### src/sv/srr_pkg.sv
// shared types, constants and register map of the scatter-reduce table
// no dependencies; used by every module of scatter_reduce_rows but srr_ram
`default_nettype none

package srr_pkg;

  localparam int unsigned ROW_W = 10;
  localparam int unsigned COL_W = 4;
  localparam int unsigned VAL_W = 32;
  localparam int unsigned REQ_W = 2;

  localparam int unsigned MAX_ROWS_DEF = 1024;
  localparam int unsigned MAX_COLS_DEF = 16;

  // epoch tag kept next to each table word; tag 0 means never written
  localparam int unsigned EPOCH_W = 8;

  // request codes
  localparam logic [REQ_W-1:0] REQ_CLEAR  = 2'd0;
  localparam logic [REQ_W-1:0] REQ_UPDATE = 2'd1;
  localparam logic [REQ_W-1:0] REQ_READ   = 2'd2;
  localparam logic [REQ_W-1:0] REQ_NONE   = 2'd3;

  // register map
  localparam int unsigned CFG_ADDR_W = 4;
  localparam int unsigned CFG_DATA_W = 32;
  localparam logic [1:0] REG_MODE = 2'd0;
  localparam logic [1:0] REG_ROWS = 2'd1;
  localparam logic [1:0] REG_COLS = 2'd2;

  localparam logic [10:0] ROWS_RESET = 11'd1024;
  localparam logic [4:0]  COLS_RESET = 5'd16;

  localparam logic signed [VAL_W-1:0] VAL_MOST_NEG = 32'sh8000_0000;
  localparam logic signed [VAL_W-1:0] VAL_MOST_POS = 32'sh7FFF_FFFF;

  typedef struct packed {
    logic [REQ_W-1:0]        req_type;
    logic [ROW_W-1:0]        row_index;
    logic [COL_W-1:0]        col_index;
    logic signed [VAL_W-1:0] update_value;
  } in_item_t;

  typedef struct packed {
    logic signed [VAL_W-1:0] entry_value;
    logic                    status;
  } out_item_t;

  // classified request passed from the front end to the back end
  typedef struct packed {
    logic [REQ_W-1:0]        kind;
    logic                    range_err;
    logic [ROW_W-1:0]        row_index;
    logic [COL_W-1:0]        col_index;
    logic signed [VAL_W-1:0] update_value;
  } cmd_t;

  // queue and sweep status seen by the front end
  typedef struct packed {
    logic full;
    logic sweeping;
  } front_ctl_t;

endpackage

`default_nettype wire

### src/sv/srr_front.sv
// front end: accepts requests, range-checks them and pushes commands
// depends on srr_pkg
`default_nettype none

module srr_front #(
  parameter int unsigned MAX_ROWS = srr_pkg::MAX_ROWS_DEF,
  parameter int unsigned MAX_COLS = srr_pkg::MAX_COLS_DEF
) (
  input  wire logic               in_valid,
  output logic                    in_stall,
  input  wire srr_pkg::in_item_t  in_data,
  input  wire logic [10:0]        row_count,
  input  wire logic [4:0]         row_width,
  input  wire srr_pkg::front_ctl_t ctl,
  output logic                    push,
  output srr_pkg::cmd_t           push_cmd
);
  import srr_pkg::*;

  logic row_ok;
  logic col_ok;
  logic indexed;

  assign row_ok = ({1'b0, in_data.row_index} < row_count) &&
                  (32'(in_data.row_index) < 32'(MAX_ROWS));
  assign col_ok = ({1'b0, in_data.col_index} < row_width) &&
                  (32'(in_data.col_index) < 32'(MAX_COLS));
  assign indexed = (in_data.req_type == REQ_UPDATE) || (in_data.req_type == REQ_READ);

  assign in_stall = ctl.full || ctl.sweeping;
  assign push     = in_valid && !in_stall;

  always_comb begin
    push_cmd.kind         = in_data.req_type;
    push_cmd.range_err    = indexed && !(row_ok && col_ok);
    push_cmd.row_index    = in_data.row_index;
    push_cmd.col_index    = in_data.col_index;
    push_cmd.update_value = in_data.update_value;
  end

endmodule

`default_nettype wire

### config.mk
export PLATFORM = sky130hd
export DESIGN_NAME = srr_front
export DESIGN_NICKNAME = d
export VERILOG_FILES = /design/src/sv/srr_pkg.sv /design/src/sv/srr_front.sv
export SDC_FILE = /design/constraint.sdc
export NUM_CORES = 1
export LEC_CHECK = 0
export ABC_CLOCK_PERIOD_IN_PS = 1200
export BUFFER_PORTS_ARGS = -buffer_cell sky130_fd_sc_hd__buf_2
export CORE_MARGIN = 1
export CORE_UTILIZATION = 26
export DETAILED_ROUTE_END_ITERATION = 10
export PLACE_DENSITY = 0.8
export SYNTH_ARGS = -nofsm -noshare
export SYNTH_HDL_FRONTEND = slang
export SYNTH_SLANG_ARGS = --single-unit
### constraint.sdc
create_clock -name vclk -period 1.2
set_input_delay 0.18 -clock vclk [all_inputs]
set_output_delay 0.18 -clock vclk [all_outputs]
set_load 0.01 [all_outputs]
**Word-level counts from Yosys, hierarchy flattened**

Index checks and enable logic that the tools add are counted.

- Word-level logic and storage cells: 11
- Bits in registers: 0
- Output and inout port bits: 51
- Input bits: 67

- Reductions and logical operators: 7
- Order comparisons: 2
- Equality and inequality tests: 2

Operator list:

| kind | count |
|---|---|
| 10-bit by 11-bit less-than comparator with 1-bit output | 1 |
| 4-bit by 5-bit less-than comparator with 1-bit output | 1 |
| 1-bit logical AND | 3 |
| 2-bit by 1-bit equality test with 1-bit output, second input constant | 1 |
| 2-bit equality test, second input constant | 1 |
| 1-bit zero test | 2 |
| 1-bit logical OR | 2 |

**Longest topological paths before layout**

- Word-level depth: 4
- Mapped depth: 6
- Gate-level depth less buffers: 6

**Least setup slack after synthesis**

OpenSTA, ideal clock, no wires.

- Path kind: input-to-output
- From: input port row_count[9]
- To: output port push_cmd[46] in the netlist's numbering
- Data arrival time: 1.211 ns
- Cell stages on the path: 5
- Data required time: 1.020 ns
- Slack: -0.191 ns
- Path buffers: 0
- Path through: inv_1 ha_1 nand2_1 or4b_1 o22ai_1

RTL lines:

| what | line | source |
|---|---|---|
| from (decl) | srr_front.sv:12 | `input wire logic [10:0] row_count,` |
| to (decl) | srr_front.sv:16 | `output srr_pkg::cmd_t push_cmd` |

==> impl_metrics.json <==
{
  "worst_hold_path.num_cells": 0,
  "portBuffers": 54,
  "tightest_slew_ps": 239,
  "ant_nets": 0,
  "yosysWarnings": 0,
  "hold_path.startpoint": "in_data[19]",
  "maximum_capacitance_violations": 0,
  "powerDensity_nw_per_um2": 338,
  "nNetsFinal": 188,
  "met2_layer_usage_reported_by_global_route_pct": 14.0,
  "critical_path_peak_fanout": 2,
  "ir_drop_uv": 127,
  "finalHoldViolCount": 0,
  "whs_endpoint": "push_cmd[19]",
  "nClkBuffers": 0,
  "fp.dieH_um": 54.0,
  "grt-busiest-layer": "met2",
  "gp_congestion": 0.626,
  "rsz0062_at_grt": "true",
  "post_synth_instance_area_um2": 703,
  "synthCells": 100,
  "worstSetupStartpointType": "primary input",
  "postCtsHoldBufs": 0,
  "fmaxAchievable_mhz": 656,
  "groute.layer.met1.usage_pct": 7.03,
  "cellLeakagePower_nw": 0.444,
  "critical_path_required_ps": 1020,
  "worst-endpoint-arrival_ps": 1340,
  "start_util_pct": 27.9,
  "grt_antenna_before_repair": 0,
  "sequential_fraction_of_the_synthesis_area_pct": 0,
  "syn_avg_cell_area_um2": 7.03,
  "multi_input_comb_area_um2": 342,
  "floorplan.die_area_um2": 2920,
  "dr_total_vias": 564,
  "post_cts.repair.setup_buffers": 0,
  "drt_wl_total_um": 1160,
  "final_critical_path_setup_slack_ps": -324,
  "wl_per_cell_um": 8.47,
  "final_core_utilization_pct": 29.4,
  "layout_worst_path_cycle_share_pct": 127,
  "nFlopsAndLatches": 0,
  "finish.cell_count_without_fillers": 137,
  "fp.dieW_um": 54.0,
  "place_inst": 137,
  "placed_wire_length_estimate_um": 1060,
  "hp-class": "primary input to primary output",
  "fill_cells": 292,
  "drt-initial-drc-count": 2,
  "synth_fp_nets": 179,
  "first_global_vias": 449,
  "most-common-layout-cells": "sky130_fd_sc_hd__buf_2 (50), sky130_fd_sc_hd__inv_1 (13), sky130_fd_sc_hd__ha_1 (9)",
  "setup-violations-final": 1,
  "synth_cell_types": 15,
  "io_pins": 118,
  "run_status": "finished with violations",
  "global_route.usage.total_pct": 7.04,
  "drt_pass1_iterations": 3,
  "drive_gt1_share_pct": 60.7,
  "area.sequential_um2": 0,
  "drc_errors": 0,
  "maxSlewHeadroom_pct": 83.9,
  "commonest_non_fill_non_tap_cell_in_the_layout": "sky130_fd_sc_hd__buf_2",
  "failing_checks": "setup timing",
  "diodes": 0,
  "grt_overflow": 0,
  "number_of_rows_in_the_core_area": 18,
  "power_mw": 0.250,
  "crit_type": "primary input to primary output",
  "critPathCaptureType": "primary output",
  "fin_crit_ps": 1520,
  "largest_net_degree_at_the_start_of_global_routing": 3,
  "core-area_um2": 2520,
  "via_per_inst": 4.12,
  "fin_tns_setup_ps": -324,
  "synthToLayoutAreaGrowth_pct": 5.34,
  "grt_util_met3_pct": 1.69,
  "wire_length_of_the_first_global_routing_pass_um": 1610,
  "report.final.slew_viol_count": 0
}
-- per-stage QoR --
stage	hold slack, ps	instance area [µm²]	setup slack [ps]
floorplan	447	709	-160
global placement	360	664	-364
detailed placement	360	664	-376
CTS	360	719	-331
global route	360	741	-361
finish	360	741	-324
-- where the power goes --
part	leakage [nW]	internal [mW]	total [mW]	switching, mW
Combinational	0.444	0.137	0.250	0.113
Clock	0	0	0	0
Sequential	0	0	0	0
Total	0.444	0.137	0.250	0.113
-- per-layer routing --
metal | part of all wire, % | vias to the layer above | wire [µm]
li1 | - | 284 | -
met1 | 33 | 226 | 387
met2 | 50 | 46 | 575
met3 | 14 | 8 | 168
met4 | 2.4 | 0 | 28
met5 | 0 | - | 0
-- repair_timing --
item                                    CTS  global route
endpoints found under the setup margin    1             1
pin swaps                                 0             1
gates resized for setup                   9             5
gates cloned                              0             0
-- area by class of cell --
class / count / area share (%)
Multi-Input combinational cell: 37 / 46.1
Timing Repair Buffer: 55 / 40.9
Inverter: 15 / 7.94
Tap cell: 30 / 5.07
-- cells by family after synthesis --
group	share of synthesized area, %
fa+ha+maj	21.4
simple gates	8.36
xor+xnor	1.25
compound gates	9.79
buf+inv	59.3
-- cells in the mapped netlist (all sizes together) (2+ instances only) --
library cell   n  area (µm²)
buf           48         360
inv           15        56.3
ha            12         150
a21oi          5        25.0
nand2          5        18.8
nor2           3        11.3
o21ai          3        15.0
nor2b          2        12.5
-- worst max-delay path by stage --
stage / start / to / slack, ps / cells past startpoint
finish: row_count[9] / push_cmd[46] / -320 / 7
detailed placement: in_data[45] / push_cmd[46] / -380 / 6
global placement: in_data[45] / push_cmd[46] / -360 / 6
CTS: row_count[9] / push_cmd[46] / -330 / 7
global route: row_count[9] / push_cmd[46] / -360 / 7
floorplan: row_count[9] / push_cmd[46] / -160 / 5
-- worst max-delay path, stage by stage --
cell and delay [ps]:
sky130_fd_sc_hd__buf_6 70, sky130_fd_sc_hd__inv_4 30, sky130_fd_sc_hd__ha_4 260, sky130_fd_sc_hd__nand2_2 40
sky130_fd_sc_hd__or4b_4 470, sky130_fd_sc_hd__o22ai_2 140, sky130_fd_sc_hd__buf_2 150
Power figures use the tool's default switching activity.
