--- config.mk ---
export PLATFORM = sky130hd
export DESIGN_NAME = srr_queue
export DESIGN_NICKNAME = d
export VERILOG_FILES = /design/src/sv/srr_pkg.sv /design/src/sv/srr_queue.sv
export SDC_FILE = /design/constraint.sdc
export NUM_CORES = 1
export LEC_CHECK = 0
export BUFFER_PORTS_ARGS = -buffer_cell sky130_fd_sc_hd__buf_2
export CAP_MARGIN = 5
export CORE_MARGIN = 2
export CORE_UTILIZATION = 45
export DETAILED_ROUTE_END_ITERATION = 8
export PLACE_DENSITY = 0.71
export SYNTH_ARGS = -nofsm -noshare
export SYNTH_HDL_FRONTEND = slang
export SYNTH_SLANG_ARGS = --single-unit
--- constraint.sdc ---
create_clock -name clk -period 3.33 [get_ports clk]
set_input_delay 0.666 -clock clk [delete_from_list [all_inputs] [get_ports clk]]
set_output_delay 0.666 -clock clk [all_outputs]
set_load 0.02 [all_outputs]
--- src/sv/srr_pkg.sv ---
// shared types, constants and register map of the scatter-reduce table
// no dependencies; used by every module of scatter_reduce_rows but srr_ram
`default_nettype none

package srr_pkg;

  localparam int unsigned ROW_W = 10;
  localparam int unsigned COL_W = 4;
  localparam int unsigned VAL_W = 32;
  localparam int unsigned REQ_W = 2;

  localparam int unsigned MAX_ROWS_DEF = 1024;
  localparam int unsigned MAX_COLS_DEF = 16;

  // epoch tag kept next to each table word; tag 0 means never written
  localparam int unsigned EPOCH_W = 8;

  // request codes
  localparam logic [REQ_W-1:0] REQ_CLEAR  = 2'd0;
  localparam logic [REQ_W-1:0] REQ_UPDATE = 2'd1;
  localparam logic [REQ_W-1:0] REQ_READ   = 2'd2;
  localparam logic [REQ_W-1:0] REQ_NONE   = 2'd3;

  // register map
  localparam int unsigned CFG_ADDR_W = 4;
  localparam int unsigned CFG_DATA_W = 32;
  localparam logic [1:0] REG_MODE = 2'd0;
  localparam logic [1:0] REG_ROWS = 2'd1;
  localparam logic [1:0] REG_COLS = 2'd2;

  localparam logic [10:0] ROWS_RESET = 11'd1024;
  localparam logic [4:0]  COLS_RESET = 5'd16;

  localparam logic signed [VAL_W-1:0] VAL_MOST_NEG = 32'sh8000_0000;
  localparam logic signed [VAL_W-1:0] VAL_MOST_POS = 32'sh7FFF_FFFF;

  typedef struct packed {
    logic [REQ_W-1:0]        req_type;
    logic [ROW_W-1:0]        row_index;
    logic [COL_W-1:0]        col_index;
    logic signed [VAL_W-1:0] update_value;
  } in_item_t;

  typedef struct packed {
    logic signed [VAL_W-1:0] entry_value;
    logic                    status;
  } out_item_t;

  // classified request passed from the front end to the back end
  typedef struct packed {
    logic [REQ_W-1:0]        kind;
    logic                    range_err;
    logic [ROW_W-1:0]        row_index;
    logic [COL_W-1:0]        col_index;
    logic signed [VAL_W-1:0] update_value;
  } cmd_t;

  // queue and sweep status seen by the front end
  typedef struct packed {
    logic full;
    logic sweeping;
  } front_ctl_t;

endpackage

`default_nettype wire

--- src/sv/srr_queue.sv ---
// two-entry command queue between front end and back end
// depends on srr_pkg
`default_nettype none

module srr_queue (
  input  wire logic          clk,
  input  wire logic          rst_n,
  input  wire logic          push,
  input  wire srr_pkg::cmd_t push_cmd,
  output logic               full,
  input  wire logic          pop,
  output logic               q_valid,
  output srr_pkg::cmd_t      q_cmd
);
  import srr_pkg::*;

  cmd_t       slot_r [2];
  logic       wr_ptr_r, wr_ptr_nxt;
  logic       rd_ptr_r, rd_ptr_nxt;
  logic [1:0] count_r, count_nxt;

  assign full    = (count_r == 2'd2);
  assign q_valid = (count_r != 2'd0);
  assign q_cmd   = slot_r[rd_ptr_r];

  always_comb begin
    wr_ptr_nxt = push ? !wr_ptr_r : wr_ptr_r;
    rd_ptr_nxt = pop ? !rd_ptr_r : rd_ptr_r;
    count_nxt  = count_r + 2'(push) - 2'(pop);
  end

  always_ff @(posedge clk) begin
    if (!rst_n) begin
      wr_ptr_r <= 1'b0;
      rd_ptr_r <= 1'b0;
      count_r  <= 2'd0;
    end else begin
      wr_ptr_r <= wr_ptr_nxt;
      rd_ptr_r <= rd_ptr_nxt;
      count_r  <= count_nxt;
    end
  end

  always_ff @(posedge clk) begin
    if (push) begin
      slot_r[wr_ptr_r] <= push_cmd;
    end
  end

endmodule

`default_nettype wire

== Word-level counts from Yosys, hierarchy flattened ==
Memory sizes are Yosys's and may differ from the RTL's. A register that Yosys moved wholly into a read port is not among the register bits.
Cells that the tools add are included.
Word-level totals
  RAM bits: 98
  register bits after elaboration: 4
  bits of input ports: 53
  logic and storage cells: 14
  memories: 1
  output and inout port bits: 51
Cells by class
  equality and inequality tests: 1
  reductions and logical operators: 3
  multiplexer cells: 4
  add/subtract/negate cells: 2
Memories
  slot_r: words 2, bits a word 49, read ports 1, clocked after Yosys merged registers in 1, write ports 1, RTL line srr_queue.sv:17  | cmd_t slot_r [2];
Operators with widths (count)
  1-bit 2-to-1 mux: 4
  2-bit by 1-bit adder with 2-bit output: 1
  2-bit == test (second input constant): 1
  1-bit logical NOT: 2
  2-bit nonzero test: 1
  2-bit by 1-bit subtractor with 2-bit output: 1

== Depth between registers and ports, before layout ==
Gate-level depths: netlist (run 1).
  depth in word-level cells: 3
  mapped depth: 6
  gate-level depth less buffers: 6

== Worst setup path after synthesis (run 1) ==
Ideal clock, no wire load.
  path kind: input to register
  start point: in push
  end point: mem slot_r[0][0] (netlist bit), enable pin
  stages on the path: 1
  path buffers: 0
  data arrival time: 2.871 ns
  data required time: 2.867 ns
  library setup time: 0.463 ns
  setup slack: -0.003 ns
  cell sequence: nor2b_1
Between the ends
  cells in the longest elaborated chain, start to end: 2
RTL lines
  from (decl): RTL line srr_queue.sv:8  | input wire logic push,
  1-bit 2-to-1 mux: RTL line srr_queue.sv:45  | if (push) begin
  1-bit 2-to-1 mux (implied by the code): RTL line srr_queue.sv:46  | slot_r[wr_ptr_r] <= push_cmd;
  to (decl): RTL line srr_queue.sv:17
Every way passes these cells.

==> reports/qor.txt, run 1 <==
Core Area -> 0.00822 mm2
clk sink count -> 103
total track usage -> 0.137
synth unique cells -> 15
count of pins over their slew limit -> 0
Via Count -> 1853
drt via density -> 4.69
Final Hold Violating Endpoints -> 0
final non-filler cell total -> 395
row cnt -> 33
register area share after synthesis -> 0.799
first-pass GRT wire length -> 9110 um
pwr dens -> 564 mW/mm2
Die Area -> 0.00922 mm2
Syn-to-layout area delta -> 22.2%
Leak -> 0.00177 uW
clk_skew -> 0.00960 ns
TNS Setup -> 0 ns
# port buffers -> 103
largest net degree at the start of global routing -> 51
initial antenna violation count -> 0
DR WL/cell -> 15.6 um
CP max FO -> 29
post-CTS setup buffer count -> 0
RePlAce Congestion -> 0.663
Synth warnings -> 0
H-tree level count -> 3
Worst Setup End Kind -> primary output
Die Wd -> 96 um
startpoint type of the worst setup path -> register
CTS Root Cell -> clkbuf_8
overall power -> 2630 uW
Initial Util -> 0.464
Final ANT Viol Nets -> 0
die height -> 96 um
ratio of cells with drive above 1 in the final layout -> 0.597
Pre-Repair DR Iteration Count -> 6
fmax -> 395 MHz
max-capacitance violation count -> 0
Cells after Synth -> 173
Num CTS Buffers -> 9
fin util -> 0.566
Post-CTS Hold Fix Bufs -> 0
Hold WS -> 0.497 ns
Final Setup Violations -> 0
Period Utilization, post-route -> 0.760
WP data arrival -> 1.87 ns
Hold Crit Class -> input port to register
nets -> 340
post_cts resized -> 0
placed cell count -> 379
Max clock buf depth -> 2
CP Class -> register to primary output
Synth Area per Inst -> 22.0 um2
crit path time final -> 2.53 ns
#FFs+latches synth -> 103
status -> completed
post-DP HPWL -> 4000 um
Least-Margin Pin Slew -> 0.652 ns
CTS tree -> built
total gr overflow -> 0
Relative slew margins -> 0.565
Starting DRT DRC Count -> 84
synthesized net count -> 228
worst vdd ir -> 0.267 mV
Cell Area, Synth -> 0.00381 mm2
DRC viols -> 0
Ports -> 104
Clk Latency, worst-skew pair -> 0.35 ns
Post-Route WL -> 6150 um
diode count -> 0
clock-pin slew on the worst setup and hold paths -> 0.09 ns
vias in the first global route -> 1872
Crit path required time -> 2.66 ns
RSZ-0062 raised after global routing -> no
==> worst max-delay path, stage by stage (launching register included) <==
cell and delay, ns:
dfxtp_2 0.68, buf_12 0.28, mux2_2 0.37, buf_2 0.16
==> final cells by class <==
cell class / count / area [um2]
Sequential cell: 103 / 3040
Clock inverter: 6 / 61.3
Multi-Input combinational cell: 63 / 718
Fill cell: 684 / 3560
Timing Repair Buffer: 106 / 563
Tap cell: 105 / 131
Clock buffer: 10 / 128
Inverter: 2 / 7.51
==> layout by cell type, fill, tap and decap left out <==
master / Yosys / layout
and2_2: 0 / 1
or2_2: 1 / 1
o21a_1: 1 / 1
ha_1: 2 / 2
mux2_4: 10 / 10
dfxtp_2: 0 / 1
bufinv_16: 0 / 1
dfxtp_1: 5 / 4
nor2b_4: 0 / 1
clkbuf_8: 0 / 9
buf_12: 0 / 2
clkinv_1: 0 / 1
buf_2: 0 / 103
clkinvlp_4: 0 / 3
xor2_1: 1 / 1
and2_1: 4 / 3
buf_4: 3 / 1
edfxtp_1: 98 / 98
nor2b_1: 4 / 3
clkbuf_1: 0 / 1
xnor3_1: 1 / 1
mux2_2: 39 / 39
clkinv_2: 0 / 1
inv_1: 2 / 2
==> sequential cells by signal, summed over array words and instances (netlist names), named ones only <==
name,cells
count_r,2
rd_ptr_r,1
slot_r,98
wr_ptr_r,1
==> metal layers <==
layer / GRT usage / vias to the layer above / part of all wire
met3: 0.0517 / 9 / 0.073
li1: - / 896 / -
met1: 0.164 / 884 / 0.41
met4: 0.0464 / 0 / 0.013
met5: 0 / - / 0
met2: 0.227 / 64 / 0.50
==> power breakdown <==
group / internal [uW] / total (uW) / switching, uW / leakage (uW)
clock network: 344 / 741 / 397 / 0.0000859
logic: 165 / 360 / 195 / 0.000724
registers: 1490 / 1520 / 29.4 / 0.000962
==> worst paths after layout <==
| kind | slack (ns) | depth (start not counted) | startpoint | endpoint |
|---|---|---|---|---|
| setup / recovery | 0.80 | 3 | register | q_cmd[7] |
| hold / removal | 0.50 | 1 | push_cmd[15] | slot_r[1][15] |
| setup reg to reg | 1.80 | 2 | wr_ptr_r | slot_r[1][5] |
| hold reg to reg | 0.60 | 2 | rd_ptr_r | register |
==> cell usage after synthesis <==
master    instances  area (um2)
buf_6             1        11.3
edfxtp_1         98        2940
mux2_2           39         439
xor2_1            1        8.76
o21a_1            1        7.51
buf_8             1        15.0
nor2b_1           4        25.0
ha_1              2        25.0
xnor3_1           1        22.5
dfxtp_1           5         100
or2_2             1        6.26
buf_4             3        22.5
inv_1             2        7.51
and2_1            4        25.0
mux2_4           10         150
==> through the flow <==
step | area (um2) | worst slack [ns]
final | 4650 | 0.798
after global placement | 4460 | 1.15
after global routing | 4650 | 0.688
after detailed placement | 4460 | 1.14
after floorplan | 3810 | 0.924
after CTS | 4650 | 0.748
==> cells by family after synthesis <==
group	Yosys count	share of synthesized area
AO/OA/AOI/OAI	1	0.00197
XOR/XNOR	2	0.00821
adder cells (fa/ha/maj)	2	0.00657
buffers and inverters	7	0.0148
flip-flops	103	0.799
multiplexers	49	0.155
AND/OR/NAND/NOR	9	0.0148
Note: power is estimated with default switching activity, not from simulation.
==> run 2, diff against run 1 <==
--- a/config.mk
+++ b/config.mk
@@ -10,7 +10,7 @@
 export CORE_MARGIN = 2
 export CORE_UTILIZATION = 45
 export DETAILED_ROUTE_END_ITERATION = 8
-export PLACE_DENSITY = 0.71
+export PLACE_DENSITY = 0.68
 export SYNTH_ARGS = -nofsm -noshare
 export SYNTH_HDL_FRONTEND = slang
 export SYNTH_SLANG_ARGS = --single-unit
==> constraint.sdc (replaced) <==
create_clock -name clk -period 2.5 [get_ports clk]
set_input_delay 0.5 -clock clk [delete_from_list [all_inputs] [get_ports clk]]
set_output_delay 0.5 -clock clk [all_outputs]
set_load 0.02 [all_outputs]
==> run 2 against run 1 <==
Core utilization increased by 0.35 points. Flip-flop and latch count unchanged. Total power up 35%. First-iteration DRC count shrank 23%. Highest routed layer unchanged. Worst setup slack got worse by 0.35 ns. Clock skew shrank 0.0017 ns. Sequential power is 33% higher.
==> reports/qor.txt, run 2 (synthesized netlist as in run 1, its figures left out) <==
status -> completed
CTS tree -> built
pwr dens -> 758 mW/mm2 (+34%)
most common cell after layout, fill and taps aside -> buf_2
first-pass GRT wire length -> 9150 um (+0.45%)
Post-CTS Hold Fix Bufs -> 0 (unchanged)
clk_skew -> 0.00788 ns (-0.00172 ns)
Clock power frac -> 0.292 (+0.010)
Die Wd -> 96 um (unchanged)
Period Utilization, post-route -> 0.822
Final ANT Viol Nets -> 0 (unchanged)
Top Family by Delay on Critical Path -> buffers and inverters
H-tree level count -> 3 (unchanged)
post_cts resized -> 0 (unchanged)
Post-Route WL -> 6220 um (+1.1%)
nets -> 342 (+0.59%)
WP data arrival -> 1.55 ns (-0.32 ns)
ratio of cells with drive above 1 in the final layout -> 0.606 (+0.00961)
CTS Root Cell -> clkbuf_8
Switching Share -> 0.243 (+0.00590)
CP Class -> register to primary output
# port buffers -> 103 (unchanged)
Ports -> 104 (unchanged)
sequential share of power -> 0.568 (-0.013)
crit path time final -> 2.05 ns
DRC viols -> 0 (unchanged)
Pre-Repair DR Iteration Count -> 4 (-2)
Leak -> 0.00180 uW (+1.6%)
crit path buf inv count -> 2 (unchanged)
Relative slew margins -> 0.699 (+0.134)
drt via density -> 4.86 (+3.6%)
Die Area -> 0.00922 mm2 (unchanged)
RePlAce Congestion -> 0.685 (+3.3%)
post-DP HPWL -> 4100 um (+2.3%)
Num CTS Buffers -> 9 (unchanged)
Syn-to-layout area delta -> 22.9%
fmax -> 487 MHz
count of pins over their slew limit -> 0 (unchanged)
slowest CP cell -> mux2_2
Core Area -> 0.00822 mm2 (unchanged)
Reg with most FFs -> slot_r
Clk Latency, worst-skew pair -> 0.35 ns (about the same)
DR WL/cell -> 15.7 um (+0.55%)
Final Setup Violations -> 0 (unchanged)
overall power -> 3550 uW (+35%)
clk sink count -> 103 (unchanged)
TNS Setup -> 0 ns (unchanged)
total track usage -> 0.135 (-0.00161)
CP max FO -> 49 (+69%)
die height -> 96 um (unchanged)
max incr delay on CP -> 0.40 ns (-0.28 ns)
diode count -> 0 (unchanged)
startpoint type of the worst setup path -> register
P_sw -> 863 uW (+39%)
top flop regs -> slot_r (98), count_r (2)
Internal Dissipation -> 2690 uW (+34%)
Starting DRT DRC Count -> 65 (-23%)
max-capacitance violation count -> 0 (unchanged)
Comb pwr share -> 0.140 (+0.003)
Final Hold Violating Endpoints -> 0 (unchanged)
Layout fillers -> 677 (-1.0%)
Least-Margin Pin Slew -> 0.451 ns (-0.201 ns)
Initial Util -> 0.464 (unchanged)
RSZ-0062 raised after global routing -> no
clock-pin slew on the worst setup and hold paths -> 0.10 ns (about the same)
CP Cell Sequence -> buf_12 > mux2_2 > buf_2
initial antenna violation count -> 0 (unchanged)
most frequent cells in the layout -> 103 x buf_2, 98 x edfxtp_1, 39 x mux2_2
row cnt -> 33 (unchanged)
Hold Crit Class -> input port to register
total gr overflow -> 0 (unchanged)
Max clock buf depth -> 2 (unchanged)
worst vdd ir -> 0.417 mV (+57%)
post-CTS setup buffer count -> 0 (unchanged)
max reg flops -> 98 (unchanged)
Worst Setup End Kind -> primary output
largest net degree at the start of global routing -> 50 (-2.0%)
Crit path required time -> 2.00 ns (-0.66 ns)
Via Count -> 1930 (+4.2%)
vias in the first global route -> 1927 (+2.9%)
==> run 2: cell types whose count changed in the layout (fill, tap and decap cells not counted), sizes merged <==
| cell | change |
|---|---|
| clkinvlp | -3 |
| clkbuf | -1 |
| clkinv | +1 |
| buf | +2 |
| inv | +3 |
==> run 2: path summary, 6_finish.rpt <==
| kind | start | cells past startpoint | end | slack (ns) |
|---|---|---|---|---|
| hold / removal | push_cmd[29] | 1 | slot_r[0][29] | 0.32 |
| hold reg to reg | rd_ptr_r | 2 | register | 0.59 |
| setup / recovery | register | 3 | q_cmd[13] | 0.45 |
| setup reg to reg | count_r[0] | 6 | count_r[1] | 1.10 |
==> run 2: final cells by class <==
class	count	area, um2	area share
clock buffers	9	124	0.0265
inverters	2	7.51	0.00160
repair buffers	108	578	0.123
well taps	105	131	0.0281
clock inverters	7	78.8	0.0168
flip-flops and latches	103	3040	0.650
multi-input cells	63	718	0.153
==> run 2: per-layer routing <==
metal  global-route usage  share of wire  routed length, um
met1                0.171           0.43               2700
met2                0.209           0.46               2870
met3               0.0658          0.097                601
met4               0.0357         0.0074                 46
met5                    0              0                  0
==> run 2: through the flow <==
stage	cells	utilization	hold WS (ns)	setup slack (ns)	cell area (um2)
2_1_floorplan	173	-	0.555	0.260	3810
3_3_place_gp	381	0.545	0.561	0.825	4480
3_5_place_dp	381	0.545	0.581	0.814	4480
4_1_cts	397	0.570	0.308	0.415	4680
5_1_grt	397	0.570	0.300	0.366	4680
6_report	397	0.570	0.323	0.446	4680
==> run 2: power groups by stage <==
stage	clock network, uW	logic (uW)	registers, uW
2_1_floorplan	0	335	2050
3_3_place_gp	0	498	2050
3_5_place_dp	0	504	2060
4_1_cts	1080	506	2020
5_1_grt	1130	539	2030
6_report	1040	496	2020
